### src/hw/rtl/palette_lookup_pixel_packer_core_assert.svh
// Assertion macros shared by the queue and back end modules of the palette lookup pixel packer
`ifndef PALETTE_LOOKUP_PIXEL_PACKER_CORE_ASSERT_SVH
`define PALETTE_LOOKUP_PIXEL_PACKER_CORE_ASSERT_SVH

// same-cycle implication, sampled on clk, off while arst_n is low
`define PLPP_ASSERT_IMP(label, ante, cons) \
	label: assert property (@(posedge clk) disable iff (!arst_n) (ante) |-> (cons)) \
		else $error("plpp: same-cycle check failed");

// next-cycle implication, sampled on clk, off while arst_n is low
`define PLPP_ASSERT_NXT(label, ante, cons) \
	label: assert property (@(posedge clk) disable iff (!arst_n) (ante) |=> (cons)) \
		else $error("plpp: next-cycle check failed");

`endif

### src/hw/rtl/plpp_pkg.sv
// Package: types, constants and pixel packing helpers of the palette pixel packer
package plpp_pkg;

	localparam int unsigned PALETTE_DEPTH_DEF = 256;
	localparam int unsigned QUEUE_DEPTH       = 4;

	// request op codes
	localparam logic OP_WRITE = 1'b0;
	localparam logic OP_PIXEL = 1'b1;

	// channel masks of a palette word
	localparam logic [31:0] MASK_B8 = 32'h0000_00ff;
	localparam logic [31:0] MASK_G8 = 32'h0000_ff00;
	localparam logic [31:0] MASK_R8 = 32'h00ff_0000;
	localparam logic [31:0] MASK_R5 = 32'h00f8_0000;
	localparam logic [31:0] MASK_G6 = 32'h0000_fc00;
	localparam logic [31:0] MASK_G5 = 32'h0000_f800;
	localparam logic [31:0] MASK_B5 = 32'h0000_00f8;

	typedef enum logic [2:0] {
		FMT_ARGB32   = 3'd0,
		FMT_BGR24    = 3'd1,
		FMT_RGB16    = 3'd2,
		FMT_RGB15    = 3'd3,
		FMT_RGB16_SW = 3'd4,
		FMT_RGB15_SW = 3'd5,
		FMT_BGRA32   = 3'd6
	} fmt_t;

	// input request
	typedef struct packed {
		logic        op;
		logic [7:0]  entry_address;
		logic [31:0] entry_value;
		logic [7:0]  pixel_index;
		logic        end_of_row;
	} item_t;

	// output request
	typedef struct packed {
		logic [31:0] packed_word;
		logic        row_done;
	} word_t;

	// looked-up pixel handed from front to back
	typedef struct packed {
		logic [31:0] color;
		logic        end_of_row;
	} pix_t;

	function automatic logic [31:0] swap_bytes(input logic [31:0] v);
		return ((v & MASK_B8) << 24) | ((v & MASK_G8) << 8) |
			((v & MASK_R8) >> 8) | ((v >> 24) & MASK_B8);
	endfunction

	function automatic logic [31:0] hi565(input logic [31:0] v);
		return ((v & MASK_R5) << 8) | ((v & MASK_G6) << 11) | ((v & MASK_B5) << 13);
	endfunction

	function automatic logic [31:0] lo565(input logic [31:0] v);
		return ((v & MASK_R5) >> 8) | ((v & MASK_G6) >> 5) | ((v & MASK_B5) >> 3);
	endfunction

	function automatic logic [31:0] hi555(input logic [31:0] v);
		return ((v & MASK_R5) << 7) | ((v & MASK_G5) << 10) | ((v & MASK_B5) << 13);
	endfunction

	function automatic logic [31:0] lo555(input logic [31:0] v);
		return ((v & MASK_R5) >> 9) | ((v & MASK_G5) >> 6) | ((v & MASK_B5) >> 3);
	endfunction

endpackage

### src/hw/rtl/plpp_queue.sv
// Short pixel queue between the lookup front end and the packing back end
module plpp_queue import plpp_pkg::*; (
	input  logic clk,
	input  logic arst_n,
	input  logic push,
	input  pix_t push_data,
	output logic full,
	input  logic pop,
	output logic empty,
	output pix_t head
);

	localparam int unsigned PW = $clog2(QUEUE_DEPTH);
	localparam int unsigned CW = $clog2(QUEUE_DEPTH + 1);

	pix_t          slot_q [QUEUE_DEPTH];
	logic [PW-1:0] wr_ptr_q;
	logic [PW-1:0] rd_ptr_q;
	logic [CW-1:0] count_q;

	assign full  = count_q == CW'(QUEUE_DEPTH);
	assign empty = count_q == '0;
	assign head  = slot_q[rd_ptr_q];

	// storage
	always_ff @(posedge clk) begin
		if (push) begin
			slot_q[wr_ptr_q] <= push_data;
		end
	end

	// pointers and fill count
	always_ff @(posedge clk or negedge arst_n) begin
		if (!arst_n) begin
			wr_ptr_q <= '0;
			rd_ptr_q <= '0;
			count_q  <= '0;
		end else begin
			if (push) begin
				wr_ptr_q <= (wr_ptr_q == PW'(QUEUE_DEPTH - 1)) ? '0 : wr_ptr_q + 1'b1;
			end
			if (pop) begin
				rd_ptr_q <= (rd_ptr_q == PW'(QUEUE_DEPTH - 1)) ? '0 : rd_ptr_q + 1'b1;
			end
			if (push && !pop) begin
				count_q <= count_q + 1'b1;
			end else if (pop && !push) begin
				count_q <= count_q - 1'b1;
			end
		end
	end

	`include "palette_lookup_pixel_packer_core_assert.svh"

	`PLPP_ASSERT_IMP(a_no_pop_empty, pop, !empty)
	`PLPP_ASSERT_IMP(a_count_bound, 1'b1, count_q <= CW'(QUEUE_DEPTH))

endmodule

### config.mk
export PLATFORM = sky130hd
export DESIGN_NAME = plpp_queue
export DESIGN_NICKNAME = d
export VERILOG_FILES = /design/src/hw/rtl/plpp_pkg.sv /design/src/hw/rtl/plpp_queue.sv
export VERILOG_INCLUDE_DIRS = /design/src /design/src/hw/rtl
export SDC_FILE = /design/constraint.sdc
export NUM_CORES = 1
export LEC_CHECK = 0
export BUFFER_PORTS_ARGS = -buffer_cell sky130_fd_sc_hd__buf_2
export CORE_MARGIN = 10
export CORE_UTILIZATION = 50
export CTS_CLUSTER_DIAMETER = 40
export DETAILED_ROUTE_END_ITERATION = 8
export PLACE_DENSITY = 0.71
export RECOVER_POWER = 50
export SYNTH_ARGS = -nofsm -noshare
export SYNTH_HDL_FRONTEND = slang
export SYNTH_SLANG_ARGS = --single-unit
export TNS_END_PERCENT = 20
### constraint.sdc
create_clock -name clk -period 2.7 [get_ports clk]
set_clock_uncertainty 0.15 [all_clocks]
set_input_delay 0.135 -clock clk [delete_from_list [all_inputs] [get_ports clk]]
set_output_delay 0.135 -clock clk [all_outputs]
set_load 0.01 [all_outputs]
==> impl_metrics.yaml <==
status:
  status: "finished clean"
pwr:
  leakagePower_nw: 2.324
  powerDensity_nw_per_um2: 1064
  power_mw: 7.099
  ir_drop_mv: 0.5198
min_path:
  hold_path_end: "slot_q[2][15]"
  min_path_type: "in -> reg"
  hp-start: "push_data[15]"
  whs_path_depth: 2
floorplanning:
  rows: 37
  die_w_um: 122.3
  start_util_pct: 50.88
  coreArea_um2: 10280
  die_h_um: 122.3
  io_pins: 72
  die-area_um2: 14950
cts:
  clockRootBuffer: "clkbuf_8"
  numClockSinks: 139
  cts.clk_slew.worst_paths_ns: 0.06
  cts_buffers: 17
  tritoncts: "done"
  cts.path.max_buffers: 2
  htreeDepth: 4
  post-cts-setup-buffers: 0
  clk_latency_ns: 0.50
sta:
  worstMarginPinSlew_ns: 0.8423
  drv_slew: 0
  setup-violations-final: 0
  post-route-min-period_ns: 2.334
  tns_ns: 0
  rsz0062_at_grt: "no"
  fin_crit_sh_pct: 86.44
  hold_viol: 0
  fmax_ghz: 0.4285
  slew_headroom_pct: 43.85
synthesis:
  synth_enable_flop_cells: 132
  synth_flop_cell: "edfxtp_1"
  yosys_warnings: 0
  syn-num-nets: 254
  ys_seq_area_share_pct: 79.16
  async_flop_share_pct: 5.036
  synth_cells: 210
  synthesis.area_um2: 5229
  synth-seq-cells: 139
  postSynthAreaPerCell_um2: 24.90
  yosysUniqueCellTypes: 19
worst_setup_path:
  cp-start-kind: "register"
  startpoint: "rd_ptr_q[0]"
  worst-path-max-fanout: 27
  reg2reg_from: "wr_ptr_q[0]"
  r2r-end: "slot_q[2][2]"
  worstPathRequired_ns: 2.41
  r2r_slack_ns: 0.65
  r2r_cells: 4
  crit_path_end_kind: "primary output"
  cp.arrival_ns: 2.05
  critPathKind: "reg -> out"
detailed_routing:
  drtAntennaViolNets: 0
  drtIter0Drc: 145
  wl_per_cell_um: 19.13
  vias: 2448
  first_pass_iters: 4
  vias_per_cell: 5.058
  drc: 0
  drt_wl_total_um: 9260
final_layout:
  layout.nets: 379
  syn_to_final_growth_pct: 27.59
  utilization_pct: 64.91
  fillers: 723
  drive_gt1_share_pct: 30.17
  diodes: 0
  final_area_um2: 6671
place:
  placed_area_um2: 5728
  io_buffers: 71
  hpwlAfterDp_um: 5914
  globalplace.congestion: 0.6761
global_route:
  overflow: 0
  antenna_found_initial: 0
  track_usage_pct: 13.40
  grt_pass1_wl_um: 15070
  grt_max_degree: 36
  grt_pass1_vias: 2790
flow_run:
  drv_cap: 0
-- where the power goes --
part           switching, mW  leakage (nW)  internal, mW
combinational          0.833         0.724         0.886
clock                  0.770         0.306          1.59
sequential             0.241          1.29          2.78
-- per-stage QoR --
stage,instances,hold WS [ns],worst slack (ns)
after floorplan,210,-0.3106,0.7214
after global placement,415,-0.1656,0.8556
after detailed placement,415,-0.1621,0.8260
after CTS,484,0.1988,0.3166
after global routing,484,0.2752,0.2527
final,484,0.2686,0.3662
-- layout make-up --
| class | count | area [µm²] | share of cell area (%) |
|---|---|---|---|
| multi-input cells | 59 | 984.7 | 14.76 |
| well taps | 136 | 170.2 | 2.551 |
| repair buffers | 114 | 740.7 | 11.10 |
| flip-flops and latches | 139 | 4141 | 62.08 |
| clock inverters | 8 | 138.9 | 2.082 |
| inverters | 4 | 15.01 | 0.2251 |
| clock buffers | 24 | 480.5 | 7.202 |
-- flip-flops by register name, indices dropped and copies added (netlist names) --
| signal | cells |
|---|---|
| rd_ptr_q | 2 |
| slot_q | 132 |
| count_q | 3 |
| wr_ptr_q | 2 |
-- cells in the mapped netlist (2+ instances only) --
| master | n | share of area [%] |
|---|---|---|
| dfrtp_1 | 7 | 3.4 |
| xor2_1 | 2 | 0.34 |
| mux4_2 | 28 | 12 |
| inv_1 | 4 | 0.29 |
| nand2_1 | 2 | 0.14 |
| buf_12 | 3 | 1.1 |
| and2_1 | 4 | 0.48 |
| ha_1 | 6 | 1.4 |
| buf_2 | 4 | 0.38 |
| mux4_1 | 5 | 2.5 |
| o21ai_0 | 2 | 0.19 |
| nor2_1 | 3 | 0.22 |
| edfxtp_1 | 132 | 76 |
| mux2_2 | 3 | 0.65 |
-- repair_timing --
item                      CTS  global route
hold buffers               37             0
hold endpoints to repair  144             0
resized for setup           0             0
-- worst max path at each step --
stage                         end  slack [ns]
floorplan            slot_q[2][0]        0.72
global placement      rd_ptr_q[1]        0.86
detailed placement  slot_q[0][22]        0.83
CTS                      head[13]        0.32
global route             head[11]        0.25
finish                   head[11]        0.37
-- worst max-delay path, stage by stage, from the launching register on --
cell and delay, ns:
dfrtp_2 0.52, buf_12 0.28, mux4_2 0.56, buf_2 0.16
-- logic make-up (layout without fill, tap and decap cells) --
group	Yosys count	count (layout)	share of synthesized area, %
simple gates	11	11	1.077
compound gates	2	2	0.1914
fa+ha+maj	7	7	1.819
mux	36	36	15.22
flops	139	139	79.16
xor+xnor	3	3	0.5026
buf+inv	12	150	2.034
-- layout by cell type (no fill, tap or decap), types with 5 or more instances in the layout --
cell / synthesis / layout
mux4_1: 5 / 5
edfxtp_1: 132 / 132
clkbuf_16: 0 / 16
mux4_2: 28 / 28
clkbuf_1: 0 / 37
ha_1: 6 / 6
buf_4: 0 / 5
dfrtp_1: 7 / 5
buf_2: 4 / 37
dlygate4sd3_1: 0 / 37
clkbuf_8: 0 / 5
-- layer usage --
| layer | up-vias | global-route usage, % | share of wire (%) |
|---|---|---|---|
| met3 | 6 | 5.234 | 6.5 |
| met5 | - | 0 | 0 |
| met2 | 69 | 21.77 | 51 |
| met4 | 0 | 4.639 | 0.77 |
| li1 | 1137 | - | - |
| met1 | 1236 | 16.10 | 42 |
Power figures use the tool's default switching activity.
