--- config.mk ---
export PLATFORM = sky130hd
export DESIGN_NAME = plpp_back
export DESIGN_NICKNAME = d
export VERILOG_FILES = /design/src/hw/rtl/plpp_pkg.sv /design/src/hw/rtl/plpp_back.sv
export VERILOG_INCLUDE_DIRS = /design/src /design/src/hw/rtl
export SDC_FILE = /design/constraint.sdc
export NUM_CORES = 1
export LEC_CHECK = 0
export ABC_AREA = 1
export CORE_MARGIN = 1
export CORE_UTILIZATION = 30
export DETAILED_ROUTE_END_ITERATION = 7
export DONT_BUFFER_PORTS = 1
export PLACE_DENSITY = 0.54
export SETUP_SLACK_MARGIN = 0.3
export SLEW_MARGIN = 20
export SYNTH_ARGS = -nofsm -noshare
export SYNTH_HDL_FRONTEND = slang
export SYNTH_SLANG_ARGS = --single-unit
--- constraint.sdc ---
create_clock -name clk -period 2.4 [get_ports clk]
set_input_delay 0.12 -clock clk [delete_from_list [all_inputs] [get_ports clk]]
set_output_delay 0.12 -clock clk [all_outputs]
set_load 0.005 [all_outputs]
--- src/hw/rtl/palette_lookup_pixel_packer_core_assert.svh ---
// Assertion macros shared by the queue and back end modules of the palette lookup pixel packer
`ifndef PALETTE_LOOKUP_PIXEL_PACKER_CORE_ASSERT_SVH
`define PALETTE_LOOKUP_PIXEL_PACKER_CORE_ASSERT_SVH

// same-cycle implication, sampled on clk, off while arst_n is low
`define PLPP_ASSERT_IMP(label, ante, cons) \
	label: assert property (@(posedge clk) disable iff (!arst_n) (ante) |-> (cons)) \
		else $error("plpp: same-cycle check failed");

// next-cycle implication, sampled on clk, off while arst_n is low
`define PLPP_ASSERT_NXT(label, ante, cons) \
	label: assert property (@(posedge clk) disable iff (!arst_n) (ante) |=> (cons)) \
		else $error("plpp: next-cycle check failed");

`endif

--- src/hw/rtl/plpp_pkg.sv ---
// Package: types, constants and pixel packing helpers of the palette pixel packer
package plpp_pkg;

	localparam int unsigned PALETTE_DEPTH_DEF = 256;
	localparam int unsigned QUEUE_DEPTH       = 4;

	// request op codes
	localparam logic OP_WRITE = 1'b0;
	localparam logic OP_PIXEL = 1'b1;

	// channel masks of a palette word
	localparam logic [31:0] MASK_B8 = 32'h0000_00ff;
	localparam logic [31:0] MASK_G8 = 32'h0000_ff00;
	localparam logic [31:0] MASK_R8 = 32'h00ff_0000;
	localparam logic [31:0] MASK_R5 = 32'h00f8_0000;
	localparam logic [31:0] MASK_G6 = 32'h0000_fc00;
	localparam logic [31:0] MASK_G5 = 32'h0000_f800;
	localparam logic [31:0] MASK_B5 = 32'h0000_00f8;

	typedef enum logic [2:0] {
		FMT_ARGB32   = 3'd0,
		FMT_BGR24    = 3'd1,
		FMT_RGB16    = 3'd2,
		FMT_RGB15    = 3'd3,
		FMT_RGB16_SW = 3'd4,
		FMT_RGB15_SW = 3'd5,
		FMT_BGRA32   = 3'd6
	} fmt_t;

	// input request
	typedef struct packed {
		logic        op;
		logic [7:0]  entry_address;
		logic [31:0] entry_value;
		logic [7:0]  pixel_index;
		logic        end_of_row;
	} item_t;

	// output request
	typedef struct packed {
		logic [31:0] packed_word;
		logic        row_done;
	} word_t;

	// looked-up pixel handed from front to back
	typedef struct packed {
		logic [31:0] color;
		logic        end_of_row;
	} pix_t;

	function automatic logic [31:0] swap_bytes(input logic [31:0] v);
		return ((v & MASK_B8) << 24) | ((v & MASK_G8) << 8) |
			((v & MASK_R8) >> 8) | ((v >> 24) & MASK_B8);
	endfunction

	function automatic logic [31:0] hi565(input logic [31:0] v);
		return ((v & MASK_R5) << 8) | ((v & MASK_G6) << 11) | ((v & MASK_B5) << 13);
	endfunction

	function automatic logic [31:0] lo565(input logic [31:0] v);
		return ((v & MASK_R5) >> 8) | ((v & MASK_G6) >> 5) | ((v & MASK_B5) >> 3);
	endfunction

	function automatic logic [31:0] hi555(input logic [31:0] v);
		return ((v & MASK_R5) << 7) | ((v & MASK_G5) << 10) | ((v & MASK_B5) << 13);
	endfunction

	function automatic logic [31:0] lo555(input logic [31:0] v);
		return ((v & MASK_R5) >> 9) | ((v & MASK_G5) >> 6) | ((v & MASK_B5) >> 3);
	endfunction

endpackage

--- src/hw/rtl/plpp_back.sv ---
// Back end: packs looked-up pixels into destination words in the selected format
module plpp_back import plpp_pkg::*; (
	input  logic       clk,
	input  logic       arst_n,
	input  logic       cfg_wen,
	input  logic [2:0] cfg_wdata,
	input  logic       q_empty,
	input  pix_t       head,
	output logic       pop,
	output logic       word_valid,
	input  logic       word_stall,
	output word_t      word
);

	fmt_t        fmt_q;
	logic [1:0]  phase_q;
	logic [31:0] partial_q;
	logic        word_valid_q;
	word_t       word_q;

	logic [31:0] v;
	logic [1:0]  nphase;
	logic [31:0] npartial;
	logic [31:0] w;
	logic        emit;
	logic        grouped_fmt;

	// take a pixel when the output register is free or being drained
	assign pop = !q_empty && (!word_valid_q || !word_stall);
	assign v   = head.color;

	// formats that carry a group across pixels
	assign grouped_fmt = fmt_q == FMT_BGR24 || fmt_q == FMT_RGB16 || fmt_q == FMT_RGB15 ||
		fmt_q == FMT_RGB16_SW || fmt_q == FMT_RGB15_SW;

	// packing step
	always_comb begin
		nphase   = phase_q;
		npartial = partial_q;
		w        = 32'h0;
		emit     = 1'b0;
		unique case (fmt_q)
			FMT_BGR24: begin
				unique case (phase_q)
					2'd0: begin
						npartial = {v[7:0], v[15:8], v[23:16], 8'h00};
						nphase   = 2'd1;
					end
					2'd1: begin
						w        = partial_q | {24'h0, v[7:0]};
						npartial = {v[15:8], v[23:16], 16'h0};
						nphase   = 2'd2;
						emit     = !head.end_of_row;
					end
					2'd2: begin
						w        = partial_q | {16'h0, v[7:0], v[15:8]};
						npartial = {v[23:16], 24'h0};
						nphase   = 2'd3;
						emit     = !head.end_of_row;
					end
					default: begin
						w        = partial_q | {8'h0, v[7:0], v[15:8], v[23:16]};
						npartial = 32'h0;
						nphase   = 2'd0;
						emit     = 1'b1;
					end
				endcase
			end
			FMT_RGB16, FMT_RGB15, FMT_RGB16_SW, FMT_RGB15_SW: begin
				if (phase_q == 2'd0) begin
					unique case (fmt_q)
						FMT_RGB16:    npartial = hi565(v);
						FMT_RGB15:    npartial = hi555(v);
						FMT_RGB16_SW: npartial = lo565(v);
						default:      npartial = lo555(v);
					endcase
					nphase = 2'd1;
				end else begin
					unique case (fmt_q)
						FMT_RGB16:    w = partial_q | lo565(v);
						FMT_RGB15:    w = partial_q | lo555(v);
						FMT_RGB16_SW: w = swap_bytes(partial_q | hi565(v));
						default:      w = swap_bytes(partial_q | hi555(v));
					endcase
					nphase   = 2'd0;
					npartial = 32'h0;
					emit     = 1'b1;
				end
			end
			FMT_BGRA32: begin
				w    = swap_bytes(v);
				emit = 1'b1;
			end
			default: begin
				w    = v;
				emit = 1'b1;
			end
		endcase
		// row end restarts the group
		if (head.end_of_row) begin
			nphase   = 2'd0;
			npartial = 32'h0;
		end
	end

	// format register and packing state
	always_ff @(posedge clk or negedge arst_n) begin
		if (!arst_n) begin
			fmt_q     <= FMT_ARGB32;
			phase_q   <= 2'd0;
			partial_q <= 32'h0;
		end else if (cfg_wen) begin
			fmt_q     <= fmt_t'(cfg_wdata);
			phase_q   <= 2'd0;
			partial_q <= 32'h0;
		end else if (pop) begin
			phase_q   <= nphase;
			partial_q <= npartial;
		end
	end

	// output register
	always_ff @(posedge clk or negedge arst_n) begin
		if (!arst_n) begin
			word_valid_q <= 1'b0;
		end else if (pop && emit) begin
			word_valid_q <= 1'b1;
		end else if (!word_stall) begin
			word_valid_q <= 1'b0;
		end
	end

	always_ff @(posedge clk) begin
		if (pop && emit) begin
			word_q.packed_word <= w;
			word_q.row_done    <= head.end_of_row;
		end
	end

	assign word_valid = word_valid_q;
	assign word       = word_q;

	`include "palette_lookup_pixel_packer_core_assert.svh"

	`PLPP_ASSERT_NXT(a_cfg_clears, cfg_wen, phase_q == 2'd0 && partial_q == 32'h0)
	`PLPP_ASSERT_IMP(a_phase_fmt, phase_q != 2'd0, grouped_fmt)
	`PLPP_ASSERT_NXT(a_single_emits, pop && (fmt_q == FMT_ARGB32 || fmt_q == FMT_BGRA32), word_valid_q)

endmodule

==> impl_results.md <==
* Failing checks: DRC, hold timing
* Final HPWL DP at 16.2 mm
* Worst Path Required at roughly 2500 ps
* Initial antenna violation count at 1
* Largest family of logic cells by synthesized area: simple AND/OR/NAND/NOR gates
* Clock latency on the worst-skew pair at 350 ps
* Worst R2R Path Depth at 8
* DR WL met3 at 2.83 mm
* Arrival @ worst endpoint at 2130 ps
* Drt first pass iters at 8
* Routability congestion estimate at approximately 0.95
* Synth Area in Compound Gates at 16.2%
* Cell family with most CP delay: buffers and inverters
* Detailed-route wire length per cell at 22.3 um
* Switching share of total power at 34.9%
* Prevailing post-synth register cell: dfrtp_1
* Combinational Power Share at 28.6%
* Worst R2R End: word[32]
* Die X at 139 um
* Min-delay worst type: input pin to flop
* Synthesis-to-layout area growth at 18.0%
* Final Max Slew Viols at 0
* Final wirelength at 24.9 mm
* First-pass GRT wire length at roughly 37 mm
* Vias in the first global route at between 5k and 6k
* Worst setup path endpoint: word[32]
* Hold Vio Cnt, Final at 1
* CP Launch Type: flop
* Top cell type by total area after synthesis: nand2_1
* CTS clk-pin slew, worst paths at 60 ps
* Final nets at 929
* Worst path slowest cell: dfrtp_1
* Worst hold slack at -29.0 ps
* Core Region at between 15,000 and 20,000 um^2
* Die Area at roughly 19,000 um^2
* DR iter-0 viols at 894
* Peak VDD IR at approximately 0.33 mV
* Crit. path cell count at 8
* Placed cell area at 5910 um^2
* Setup TNS at 0 ps
* DR WL met2 at 10.9 mm
* CTS tree: built
* Max-cap violations at 0
* Footprint of the multi-input gates at 3140 um^2
* Period utilisation layout at 84.5%
* Commonest non-fill, non-tap cell in the layout: nand2_1
* Final core occ at between 30% and 40%
* Reg2Reg Setup Slack at between 300 and 400 ps
* Number of remaining DRC errors at 9
* Measured slew at the worst slew-check pin at 609 ps
* Reg area at 1950 um^2
* Clk sinks at slightly above 70
* Crit path cell chain: inv_1 -> ha_1 -> clkinv_1 -> o211ai_1 -> nand3_1 -> nand2_2 -> clkinvlp_4 -> clkbuf_16
* Synth Area in Adders at 0.894%
* Flops & latches, synth at 71
* Metal-1 WL at 10.3 mm
* Antenna fix cells at 0
* Critical path type: flop to flop
* Post-Syn Area at roughly 5600 um^2
* Unique masters post-synth at 31
* EDFF count, synth at 33
* Ys async rst share at 53.5%
* R2r startpoint: phase_q[0]
* Clock Tree Root: clkbuf_16
* Port bufs at 0
* Reg power frac at a little over a third
* Post-Layout Cell Count at roughly 1.1k
* Fmax at between 400 and 500 MHz
* Final setup viols at 0
* Largest net degree at the start of global routing at 39
* Max layer used: met4
* YS warnings at 0
* RSZ-0062 raised after global routing: yes
* Detail Route Antenna Nets at 0
* Switching pwr at between 1.5 and 2 mW
* TritonCTS buffer count at 9
* Static leakage at between 2 and 3 nW
* IO Pins at 76
* Die Ht at 139 um
* GRT Total Usage at roughly a quarter
* GRT overflow at 0
* Syn nets at 909
* XOR/XNOR share of the synthesized area at 0%
* Simple-gate share of the synthesized area at ~39%
* Area contributors post-synth: nand2_1 (20%), edfxtp_1 (18%), dfrtp_1 (17%)
* WP buf/inv at 4
* Vias post-DR at 6,333
* Worst-path maximum fanout at 16
* Most frequent cells in the layout: nand2_1 (294), o21ai_0 (83), nor2_1 (73)
* Fill count at just under 2k
* Crit end category: flop
* Clk pwr share at approximately 36%
* Layout cells sized above 1 at 9.22%
* Via density per instance at ~5.7
* H-tree level count at 3
* # rows at 49
* Max Root-Sink Buffers at 2
* Syn Area/Cell at approximately 6.5 um^2
* Fin Clk Skew at slightly below 9 ps
* Crit path launch: phase_q[0]
* Starting density of the core at a little under a third
* Power density cells at 666 nW/um^2
* Internal at 2.87 mW
* Post-synthesis cell count at ~860
* Mux share of post-synthesis cell area at 0%
* Slew HR at 59.3%
* Slowest stage delay, CP at 420 ps
* Placed Cells at 1,070
* Seq/Total Area, Yosys at 34.7%
* Status: finished, violations left
* Post-synth top area share at 20.0%
* Crit path time final at 2030 ps
* Fin area at between 6000 and 7000 um^2
## logic make-up after synthesis
logic type                 count (synthesis)
and+or+nand+nor                          496
AOI/OAI and AO/OA                        164
buffers and inverters                    129
DFF                                       71
adders and majority gates                  4
## worst min-delay path by stage
stage                  from            end  cells after the start
2_1_floorplan        arst_n       fmt_q[0]                      0
5_1_grt        cfg_wdata[2]       fmt_q[2]                      2
4_1_cts        cfg_wdata[1]       fmt_q[1]                      2
6_report       cfg_wdata[2]       fmt_q[2]                      2
3_5_place_dp         arst_n  partial_q[29]                      0
3_3_place_gp         arst_n   partial_q[3]                      0
## state kept, by name, indices dropped and copies added (netlist names)
signal / flops
phase_q: 2
partial_q: 32
fmt_q: 3
word_valid: 1
word: 33
## power groups by stage
stage,logic (mW),registers (mW),clock network (mW)
after floorplan,0.797,1.55,0
final,1.26,1.57,1.57
after detailed placement,1.13,1.59,0
after global routing,1.36,1.59,1.63
after global placement,1.12,1.59,0
after CTS,1.19,1.57,1.59
## layer usage
layer	GRT usage (%)	up-vias
met1	35.2	2916
li1	-	2920
met3	5.80	70
met5	0	-
met2	39.2	427
met4	12.1	0
## metrics by stage
stage / total power, mW / setup WS [ps]
after CTS: 4.35 / 307
after detailed placement: 2.72 / 232
final: 4.40 / 373
after floorplan: 2.34 / 272
after global routing: 4.58 / 264
after global placement: 2.71 / 324
## what timing repair did
item,CTS,global route
endpoints found under the hold margin,63,2
hold buffers,25,2
pin swaps,0,1
setup buffers,0,4
endpoints found under the setup margin,48,53
gates cloned,0,1
resized for setup,3,3
## synth_stat cells, types with 12 or more instances
master,instances
nand3b_1,12
nand4_1,31
edfxtp_1,33
nand3_1,66
a21oi_1,18
nor2_1,73
nand2_1,298
o211ai_1,17
o22ai_1,19
inv_1,66
o21ai_1,22
buf_2,14
dfrtp_1,38
clkbuf_1,31
o21ai_0,83
## area by class of cell
type,instances,share of cell area [%]
Clock buffer,10,3.46
Clock inverter,6,1.63
Inverter,73,4.24
Multi-Input combinational cell,664,47.6
Sequential cell,71,29.4
Tap cell,229,4.34
Timing Repair Buffer,65,9.31
Power figures use the tool's default switching activity.
